[src/design/upd_pkg.sv]
// Shared types, character constants and hex helpers for the URL percent decoder.
package upd_pkg;

    localparam logic [7:0] CH_PERCENT    = 8'h25;
    localparam logic [7:0] CH_PLUS       = 8'h2B;
    localparam logic [7:0] CH_UNDERSCORE = 8'h5F;
    localparam logic [7:0] CH_SPACE      = 8'h20;
    localparam logic [7:0] CH_NUL        = 8'h00;
    localparam int unsigned SLOTS        = 3;

    typedef enum logic [1:0] {
        PH_PLAIN = 2'd0,
        PH_PCT   = 2'd1,
        PH_DIGIT = 2'd2
    } t_phase;

    typedef struct packed {
        logic [7:0] in_byte;
        logic       in_last;
    } t_in_word;

    typedef struct packed {
        logic [7:0] out_byte;
        logic       out_end;
    } t_out_word;

    // All words that one input item produces, oldest in slot 0.
    typedef struct packed {
        logic [1:0]            count;
        t_out_word [SLOTS-1:0] slot;
    } t_bundle;

    typedef struct packed {
        logic full;
        logic empty;
    } t_q_status;

    function automatic logic is_hex(input logic [7:0] c);
        is_hex = (c inside {[8'h30:8'h39], [8'h41:8'h46], [8'h61:8'h66]});
    endfunction

    function automatic logic [3:0] hex_value(input logic [7:0] c);
        logic [7:0] v;
        v = 8'h00;
        if (c inside {[8'h30:8'h39]}) begin
            v = c - 8'h30;
        end else if (c inside {[8'h61:8'h66]}) begin
            v = c - 8'h61 + 8'd10;
        end else if (c inside {[8'h41:8'h46]}) begin
            v = c - 8'h41 + 8'd10;
        end
        hex_value = v[3:0];
    endfunction

endpackage

[src/design/url_percent_decoder_top.sv]
// Streaming URL percent decoder: one encoded byte in per cycle while the queue is not full,
// decoded words out through a queue-style port. Each accepted byte yields zero to three words:
// a plain or decoded byte, a held hex digit flushed ahead of the next character, and a
// terminator word after the byte flagged as last. A byte is taken every cycle while each byte
// yields at most one word and words are popped; a byte that yields two or three words holds
// the back end longer, and the bundle queue (P_QUEUE_DEPTH entries) absorbs such bursts before
// full rises. A bundle is written into the queue, then its words are registered at the output.
module url_percent_decoder_top import upd_pkg::*; #(
    parameter int P_QUEUE_DEPTH = 4
) (
    input  logic      i_clk,
    input  logic      i_rst_n,
    input  logic      i_push,
    input  t_in_word  i_item,
    output logic      o_full,
    output logic      o_empty,
    input  logic      i_pop,
    output t_out_word o_word
);

    logic      q_push, q_pop;
    t_bundle   q_in, q_out;
    t_q_status q_status;

    upd_front u_front (
        .i_clk      (i_clk),
        .i_rst_n    (i_rst_n),
        .i_push     (i_push),
        .i_item     (i_item),
        .i_q_status (q_status),
        .o_full     (o_full),
        .o_q_push   (q_push),
        .o_q_bundle (q_in)
    );

    upd_queue #(
        .DEPTH (P_QUEUE_DEPTH)
    ) u_queue (
        .i_clk    (i_clk),
        .i_rst_n  (i_rst_n),
        .i_push   (q_push),
        .i_bundle (q_in),
        .i_pop    (q_pop),
        .o_bundle (q_out),
        .o_status (q_status)
    );

    upd_back u_back (
        .i_clk      (i_clk),
        .i_rst_n    (i_rst_n),
        .i_q_bundle (q_out),
        .i_q_status (q_status),
        .o_q_pop    (q_pop),
        .i_pop      (i_pop),
        .o_empty    (o_empty),
        .o_word     (o_word)
    );

    a_no_overflow: assert property (@(posedge i_clk) disable iff (!i_rst_n)
        q_push |-> !q_status.full)
        else $error("bundle pushed into a full queue");

    a_no_underflow: assert property (@(posedge i_clk) disable iff (!i_rst_n)
        q_pop |-> !q_status.empty)
        else $error("bundle popped from an empty queue");

    a_bundle_nonempty: assert property (@(posedge i_clk) disable iff (!i_rst_n)
        q_push |-> (q_in.count != 2'd0))
        else $error("empty bundle pushed");

    a_last_terminates: assert property (@(posedge i_clk) disable iff (!i_rst_n)
        (i_push && !o_full && i_item.in_last) |-> (q_push && q_in.slot[q_in.count - 2'd1].out_end))
        else $error("last byte did not produce a terminator word");

endmodule

[src/design/upd_front.sv]
// Front end: accepts encoded bytes, tracks escape state and builds one word bundle per byte.
module upd_front import upd_pkg::*; (
    input  logic      i_clk,
    input  logic      i_rst_n,
    input  logic      i_push,
    input  t_in_word  i_item,
    input  t_q_status i_q_status,
    output logic      o_full,
    output logic      o_q_push,
    output t_bundle   o_q_bundle
);

    t_phase     r_phase, n_phase;
    logic [7:0] r_held, n_held;
    logic       accept;

    assign o_full = i_q_status.full;
    assign accept = i_push && !i_q_status.full;

    always_comb begin
        logic [7:0] c;
        logic [7:0] pb;
        logic       pct;
        logic [1:0] cnt;
        t_bundle    b;

        c   = i_item.in_byte;
        pct = (c == CH_PERCENT);
        pb  = (c == CH_PLUS || c == CH_UNDERSCORE) ? CH_SPACE : c;
        cnt = 2'd0;
        b   = '0;
        n_phase = r_phase;
        n_held  = r_held;

        case (r_phase)
            PH_PCT: begin
                if (is_hex(c)) begin
                    n_held  = c;
                    n_phase = PH_DIGIT;
                end else if (pct) begin
                    n_phase = PH_PCT;
                end else begin
                    b.slot[cnt] = '{out_byte: pb, out_end: 1'b0};
                    cnt = cnt + 2'd1;
                    n_phase = PH_PLAIN;
                end
            end
            PH_DIGIT: begin
                if (is_hex(c)) begin
                    b.slot[cnt] = '{out_byte: {hex_value(r_held), hex_value(c)}, out_end: 1'b0};
                    cnt = cnt + 2'd1;
                    n_phase = PH_PLAIN;
                end else begin
                    // lone digit goes through as it came
                    b.slot[cnt] = '{out_byte: r_held, out_end: 1'b0};
                    cnt = cnt + 2'd1;
                    if (pct) begin
                        n_phase = PH_PCT;
                    end else begin
                        b.slot[cnt] = '{out_byte: pb, out_end: 1'b0};
                        cnt = cnt + 2'd1;
                        n_phase = PH_PLAIN;
                    end
                end
                n_held = CH_NUL;
            end
            default: begin
                if (pct) begin
                    n_phase = PH_PCT;
                end else begin
                    b.slot[cnt] = '{out_byte: pb, out_end: 1'b0};
                    cnt = cnt + 2'd1;
                    n_phase = PH_PLAIN;
                end
            end
        endcase

        if (i_item.in_last) begin
            // flush a held digit, drop a bare percent, then terminate
            if (n_phase == PH_DIGIT) begin
                b.slot[cnt] = '{out_byte: n_held, out_end: 1'b0};
                cnt = cnt + 2'd1;
            end
            b.slot[cnt] = '{out_byte: CH_NUL, out_end: 1'b1};
            cnt = cnt + 2'd1;
            n_phase = PH_PLAIN;
            n_held  = CH_NUL;
        end

        b.count    = cnt;
        o_q_bundle = b;
    end

    assign o_q_push = accept && (o_q_bundle.count != 2'd0);

    always_ff @(posedge i_clk) begin
        if (!i_rst_n) begin
            r_phase <= PH_PLAIN;
            r_held  <= CH_NUL;
        end else if (accept) begin
            r_phase <= n_phase;
            r_held  <= n_held;
        end
    end

endmodule

[src/design/upd_queue.sv]
// Small bundle queue between the front and back ends.
module upd_queue import upd_pkg::*; #(
    parameter int DEPTH = 4
) (
    input  logic      i_clk,
    input  logic      i_rst_n,
    input  logic      i_push,
    input  t_bundle   i_bundle,
    input  logic      i_pop,
    output t_bundle   o_bundle,
    output t_q_status o_status
);

    localparam int AW = (DEPTH > 1) ? $clog2(DEPTH) : 1;
    localparam int CW = $clog2(DEPTH + 1);

    t_bundle         r_slots [DEPTH];
    logic [AW-1:0]   r_wr, r_rd;
    logic [CW-1:0]   r_cnt;
    logic            do_push, do_pop;

    assign o_status.full  = (r_cnt == CW'(DEPTH));
    assign o_status.empty = (r_cnt == '0);
    assign do_push        = i_push && !o_status.full;
    assign do_pop         = i_pop && !o_status.empty;
    assign o_bundle       = r_slots[r_rd];

    always_ff @(posedge i_clk) begin
        if (do_push) begin
            r_slots[r_wr] <= i_bundle;
        end
    end

    always_ff @(posedge i_clk) begin
        if (!i_rst_n) begin
            r_wr  <= '0;
            r_rd  <= '0;
            r_cnt <= '0;
        end else begin
            if (do_push) begin
                r_wr <= (r_wr == AW'(DEPTH - 1)) ? '0 : r_wr + 1'b1;
            end
            if (do_pop) begin
                r_rd <= (r_rd == AW'(DEPTH - 1)) ? '0 : r_rd + 1'b1;
            end
            if (do_push && !do_pop) begin
                r_cnt <= r_cnt + 1'b1;
            end else if (do_pop && !do_push) begin
                r_cnt <= r_cnt - 1'b1;
            end
        end
    end

endmodule

[src/design/upd_back.sv]
// Back end: walks each bundle one word at a time into the output register.
module upd_back import upd_pkg::*; (
    input  logic      i_clk,
    input  logic      i_rst_n,
    input  t_bundle   i_q_bundle,
    input  t_q_status i_q_status,
    output logic      o_q_pop,
    input  logic      i_pop,
    output logic      o_empty,
    output t_out_word o_word
);

    logic [1:0] r_idx;
    logic       r_valid;
    t_out_word  r_word;
    t_out_word  head_word;
    logic       load, take, last_slot;

    always_comb begin
        case (r_idx)
            2'd0:    head_word = i_q_bundle.slot[0];
            2'd1:    head_word = i_q_bundle.slot[1];
            2'd2:    head_word = i_q_bundle.slot[2];
            default: head_word = i_q_bundle.slot[0];
        endcase
    end

    assign load      = !r_valid || i_pop;
    assign take      = load && !i_q_status.empty;
    assign last_slot = (r_idx == i_q_bundle.count - 2'd1);
    assign o_q_pop   = take && last_slot;
    assign o_empty   = !r_valid;
    assign o_word    = r_word;

    always_ff @(posedge i_clk) begin
        if (take) begin
            r_word <= head_word;
        end
    end

    always_ff @(posedge i_clk) begin
        if (!i_rst_n) begin
            r_valid <= 1'b0;
            r_idx   <= 2'd0;
        end else if (load) begin
            r_valid <= !i_q_status.empty;
            if (take) begin
                // advance within the bundle, rewind when it is used up
                r_idx <= last_slot ? 2'd0 : r_idx + 2'd1;
            end
        end
    end

endmodule

[config.mk]
export PLATFORM = sky130hd
export DESIGN_NAME = url_percent_decoder_top
export DESIGN_NICKNAME = d
export VERILOG_FILES = /design/src/design/upd_pkg.sv /design/src/design/url_percent_decoder_top.sv /design/src/design/upd_front.sv /design/src/design/upd_queue.sv /design/src/design/upd_back.sv
export SDC_FILE = /design/constraint.sdc
export NUM_CORES = 1
export LEC_CHECK = 0
export BUFFER_PORTS_ARGS = -buffer_cell sky130_fd_sc_hd__buf_2
export CAP_MARGIN = 20
export CORE_MARGIN = 2
export CORE_UTILIZATION = 32
export DETAILED_ROUTE_END_ITERATION = 10
export REMOVE_ABC_BUFFERS = 1
export SYNTH_ARGS = -nofsm -noshare
export SYNTH_HDL_FRONTEND = slang
export SYNTH_SLANG_ARGS = --single-unit
[constraint.sdc]
create_clock -name i_clk -period 10.2 [get_ports i_clk]
set_clock_uncertainty 0.15 [all_clocks]
set_input_delay 2.04 -clock i_clk [delete_from_list [all_inputs] [get_ports i_clk]]
set_output_delay 2.04 -clock i_clk [all_outputs]
set_load 0.1 [all_outputs]
# --- Word level (Yosys, flattened, before mapping) ---
# Memories as Yosys holds them, arrays and structs flattened. A register that Yosys moved wholly into a read port is not among the register bits.
# Cells that the tools add are included.
# Widths: inputs -> output; s select.
classes:
  n_bitwise: 3
  n_reduce_logical: 28
  addsub: 18
  magnitude_cmp: 16
  n_mux: 46
  eq_ne: 12
op_table:
  columns: ["operator", "count"]
  rows:
  - ["$mux 27", 3]
  - ["$mux 9", 6]
  - ["$demux 9 s2", 2]
  - ["$pmux 9 s2", 2]
  - ["$ge 8x7->1 const B", 4]
  - ["$le 8x7->1 const B", 4]
  - ["$mux 2", 14]
  - ["$bwmux 27", 1]
  - ["$and 24x24->24", 1]
  - ["$mux 4", 6]
  - ["$mux 8", 3]
  - ["$not 24->24", 1]
  - ["$sub 4x1->4 const B", 6]
  - ["$add 4x4->4 const B", 4]
  - ["$eq 8x6->1 const B", 2]
  - ["$ge 8x6->1 const B", 2]
  - ["$le 8x6->1 const B", 2]
  - ["$logic_and 1x1->1", 16]
  - ["$pmux 8 s2", 1]
  - ["$add 2x1->2 const B", 5]
  - ["$eq 2x2->1 const B", 5]
  - ["$eq 8x7->1 const B", 1]
  - ["$pmux 2 s2", 2]
  - ["$lt 2x3->1 const B", 2]
  - ["other kinds (16)", 28]
word_totals:
  wordCells: 133
  out_inout_bits: 11
  in_bits: 13
  regBits: 29
  mem_bits_rw: 116
  n_memories: 1
mem_list:
  columns: ["memory", "depth", "word_bits", "rd", "rd_ports_with_merged_regs", "wr", "line", "rtl"]
  rows:
  - ["u_queue.r_slots", 4, 29, 1, 1, 1, "upd_queue.sv:17", "t_bundle r_slots [DEPTH];"]

# --- Logic depth before layout (Yosys ltp) ---
logic_depth:
  word_depth: 17
  depth_mapped: 22

# --- Hierarchy ---
# From an unflattened synthesis, not the netlist that was laid out.
unflattened:
  hier_cells: 499
  hier_area_um2: 7091.8
by_module_without_submodules:
  columns: ["module", "cells_per_inst", "seq_area_each_um2", "area_per_inst_um2", "instances"]
  rows:
  - ["upd_queue", 202, 3663.5, 4673.2, 1]
  - ["upd_front", 234, 200.2, 1783.0, 1]
  - ["upd_back", 63, 330.3, 635.6, 1]

# --- Least setup slack after synthesis ---
# OpenSTA, ideal clock, no wires.
synth_timing:
  path_kind: "input port to flip-flop"
  start: "input port i_item[2] in the netlist's numbering"
  end: "register u_queue.r_cnt[2]"
  path_slack_ns: 3.580
  required_time_ns: 9.974
  path_stages: 22
  t_arrival_ns: 6.394
  path_cell_list: "buf_2 > inv_1 > ha_1 > or2b_1 > o221a_4 > a21oi_1 > a21o_1 > clkbuf_1 > nand2_1 > o21ai_0 > ha_1 > o21ai_0 > inv_1 > ha_1 > mux2_4 > a41oi_4 > ha_1 > inv_1 > fa_1 > xor2_1 > or3_1 > a21boi_0"
synth_between:
  elab_chain_len: 16
  elab_cells_between_ends: 34
synth_lines:
  columns: ["element", "line", "rtl"]
  rows:
  - ["from (decl)", "url_percent_decoder_top.sv:14", "input t_in_word i_item,"]
  - ["$ge 8x6->1 (tied with other cells)", "upd_pkg.sv:39", "is_hex = (c inside {[8'h30:8'h39], [8'h41:8'h46], [8'h61:8'h66]});"]
  - ["$logic_and 1x1->1", "upd_pkg.sv:39", null]
  - ["$reduce_bool 3->1", "upd_pkg.sv:39", null]
  - ["$mux 2, on equally long branches", "upd_front.sv:49, upd_front.sv:37", null]
  - ["$pmux 2 s2", "upd_front.sv:35", "case (r_phase)"]
  - ["$add 2x1->2 / $eq 2x2->1 (equally long branches)", "upd_front.sv:82, upd_front.sv:80", null]
  - ["$mux 2", "upd_front.sv:80", "if (n_phase == PH_DIGIT) begin"]
  - ["$mux 2", "upd_front.sv:78", "if (i_item.in_last) begin"]
  - ["$add 2x1->2", "upd_front.sv:85", "cnt = cnt + 2'd1;"]
  - ["$mux 2 (*)", "upd_front.sv:78", null]
  - ["$reduce_bool 2->1 (*)", "upd_front.sv:94", "assign o_q_push = accept && (o_q_bundle.count != 2'd0);"]
  - ["$logic_and 1x1->1 (*)", "upd_front.sv:94", null]
  - ["$logic_and 1x1->1 (*)", "upd_queue.sv:24", "assign do_push = i_push && !o_status.full;"]
  - ["named net u_queue.do_push", "upd_queue.sv:20", "logic do_push, do_pop;"]
  - ["$logic_not 1->1", "upd_queue.sv:48", "end else if (do_pop && !do_push) begin"]
  - ["$logic_and 1x1->1", "upd_queue.sv:48", null]
  - ["$reduce_bool 2->1 (no line)", null, null]
  - ["to (signal assigned)", "upd_queue.sv:47", "r_cnt <= r_cnt + 1'b1;"]
  - ["to (signal assigned)", "upd_queue.sv:49", "r_cnt <= r_cnt - 1'b1;"]
  - ["to (decl)", "upd_queue.sv:19", "logic [CW-1:0] r_cnt;"]
# The timed path passes the listed nets; every way through them passes the cells marked *. The select of a mux whose other input is x is not followed.
# A chain may end at the register's enable or synchronous reset.

# --- Worst setup path after layout ---
# Same ends and word-level chain as after synthesis.

==> results_dict.tcl <==
set metrics [dict create \
    area_growth_pct 13.7 \
    cp_max_fo 14 \
    cp_top_family "compound AO/OA/AOI/OAI gates" \
    clkSinkCount 147 \
    p_leak_nw 2.66 \
    drv_cap 0 \
    tns_ps 0 \
    worstSetupPathType "input pin to register" \
    wire_per_inst_um 18.8 \
    htree_levels 4 \
    drtPass1Iterations 4 \
    setup_viol 0 \
    synth.distinct_cells 58 \
    coreArea_mm2 0.0216 \
    switchingPower_mw 0.619 \
    dieArea_mm2 0.0230 \
    yosysMostFrequentCell "edfxtp_1" \
    slowest_stage "a21oi_1" \
    vias_per_cell 5.24 \
    finalMaxSlewViolations 0 \
    min_path_type "register to register" \
    status "completed" \
    synth-xor-area-share_pct 0.879 \
    place_area_mm2 0.00739 \
    synth.avg_cell_area_um2 13.7 \
    antenna_found_initial 0 \
    synth-warning-count 0 \
    synth_top_family_by_area "compound AO/OA/AOI/OAI gates" \
    die_y_um 152 \
    cts_hold_buf 0 \
    drt_iter0_drc 365 \
    num-fill-cells 2085 \
    vias 4306 \
    port_buffers 23 \
    insertion_delay_ps 420 \
    cts_root_buffer "clkbuf_16" \
    synth_edf_count 125 \
    netlist_instances 509 \
    final_antenna_net_count 0 \
    die_x_um 152 \
    grt_pass1_wl_um 24800 \
    internal_power_mw 1.22 \
    endpoint_kind "register" \
    seq_power_share_pct 41.9 \
    ys_ff_latch 147 \
    io_pins 24 \
    synth_area_leader_cell "edfxtp_1" \
    cp.required_ps 10390 \
    startpoint_type "input pin" \
    numCtsBuffers 17 \
    crit_arrival_ps 7360 \
    cts_tree "done" \
    fin_area_mm2 0.00793 \
    gp_congestion 0.922 \
    yosysSeqAreaShare_pct 60.1 \
    clockBufferDepth 2 \
    synthesis.area_mm2 0.00697 \
    cts_resized 0 \
    drt_wl_total_um 15400 \
    synth_compound_area_share_pct 11.5 \
    initial_utilization_pct 32.3 \
    maxSlewHeadroom_pct 36.5 \
    worst_path_most_repeated_cell "ha_1" \
    clkTransAtPathRegs_ps 60 \
    max_stage_delay_ps 690 \
    drc 0 \
    p_comb_share_pct 27.0 \
    vdd_drop_max_uv 115 \
    synth-async-reset-ratio_pct 0 \
    period_minus_slack_ps 7170 \
    worst_slew_pin_slew_ps 953 \
    synth_flop_cell "edfxtp_1" \
    cp_cell_sequence "buf_2, inv_1, ha_1, or2b_1, o221a_4, a21oi_1, a21o_1, nand2_1, o21ai_0, ha_1, o21ai_0, inv_1, ha_1, mux2_4, a41oi_4, ha_1, inv_1, fa_1, xor2_1, or3_1, a21boi_0" \
    dp_slack_ps 2640 \
    rsz0062_at_grt "false" \
    row_count 54 \
    synth_common_cells "125 x edfxtp_1, 34 x nand2_1, 29 x mux4_2, 29 x o21ai_0, 27 x nor2_1" \
    p_per_area_mw_per_mm2 232 \
    synth_top_area_share_pct 53.8 \
    cp_num_buf_inv 4 \
    muxShareOfSynthArea_pct 10.4 \
    clkPwrFrac_pct 31.1 \
    fin_cells 822 \
    grt_max_degree 30 \
    grt.overflow.total 0 \
    grt_usage_pct 14.5 \
    min_period_over_period_pct 70.3 \
    clock.fmax_mhz 139 \
    grt_pass1_vias 4359 \
    p_sw_share_pct 33.6 \
    cts_setup_buffers 0 \
    diodes 0 \
    synth_area_leaders "edfxtp_1 54%, mux4_2 9.4%, dfxtp_1 6.3%" \
    hold_viol 0 \
    nets 568 \
    yosys.area_share.simple_pct 9.38 \
    drive_gt1_share_pct 17.0 \
    synthAdderAreaFrac_pct 4.59 \
    setup_ws_ps 3030 \
    dpl.hpwl_um 10100 \
    place_inst 791 \
]
==> cells by family (layout without fill, tap and decap cells) <==
family	Yosys count	after routing
compound gates	113	113
other cells	1	4
mux	36	36
buf+inv	52	82
fa+ha+maj	25	25
simple gates	128	128
xor+xnor	7	7
flops	147	147
==> power by group through the flow <==
stage                     Clock (mW)  Sequential [mW]  Combinational [mW]
after floorplan                    0            0.926               0.236
after global placement             0            0.796               0.481
after detailed placement           0            0.786               0.508
after CTS                      0.584            0.774               0.510
after global routing           0.608            0.781               0.538
final                          0.571            0.771               0.497
==> layout make-up <==
class / instances / area [µm²] / area share [%]
Multi-Input combinational cell: 313 / 2590 / 32.6
Timing Repair Buffer: 29 / 173 / 2.18
Clock inverter: 12 / 108 / 1.36
Sequential cell: 147 / 4200 / 52.9
Inverter: 22 / 82.6 / 1.04
Tap cell: 280 / 350 / 4.42
Clock buffer: 19 / 433 / 5.46
==> stage by stage <==
step                hold slack, ps  util, %  total power [mW]
floorplan                      291        -              1.16
global placement               328     34.1              1.28
detailed placement             334     34.2              1.29
CTS                            336     36.7              1.87
global route                   380     36.7              1.93
finish                         334     36.7              1.84
==> worst min-delay path, cell delays in order, from the launching register on <==
cell	delay [ps]
dfxtp_1	340
nand2_1	60
nor2_1	40
==> worst paths after layout <==
kind / start / end / slack [ps] / cells after the start
worst max-delay path: i_item[2] / u_queue.r_cnt[2] / 3030 / 21
worst min-delay path: u_front.r_held[7] / u_front.r_held[7] / 330 / 2
worst max register to register: u_front.r_phase[0] / u_queue.r_cnt[2] / 5380 / 17
worst min register to register: u_front.r_held[7] / u_front.r_held[7] / 330 / 2
==> flip-flops by register name, summed over array words and instances (netlist names), 2 cells and up, named ones only <==
| register | count |
|---|---|
| u_queue.r_cnt | 3 |
| u_back.r_idx | 2 |
| u_front.r_held | 8 |
| u_queue.r_rd | 2 |
| u_front.r_phase | 2 |
| u_queue.r_wr | 2 |
| u_back.o_word | 9 |
| u_queue.r_slots | 116 |
==> layout by cell type, fill, tap and decap left out, types with 13 or more instances in the layout <==
cell type | synthesis | routed
mux4_2 | 29 | 29
buf_2 | 9 | 23
nand2_1 | 34 | 34
clkbuf_16 | 0 | 17
inv_1 | 22 | 22
nor2_1 | 27 | 27
dfxtp_1 | 22 | 21
edfxtp_1 | 125 | 125
a22oi_1 | 18 | 18
ha_1 | 24 | 24
nor2b_1 | 13 | 13
a21oi_1 | 15 | 14
o21ai_0 | 29 | 29
==> metal layers <==
| layer | GRT usage, % | vias to the layer above | wire length, µm | share of wire, % |
|---|---|---|---|---|
| li1 | - | 2005 | - | - |
| met1 | 19.4 | 2181 | 7000 | 45 |
| met2 | 23.9 | 104 | 7550 | 49 |
| met3 | 3.50 | 16 | 680 | 4.4 |
| met4 | 3.75 | 0 | 184 | 1.2 |
| met5 | 0 | - | 0 | 0 |
(Power assumes the default switching activity.)
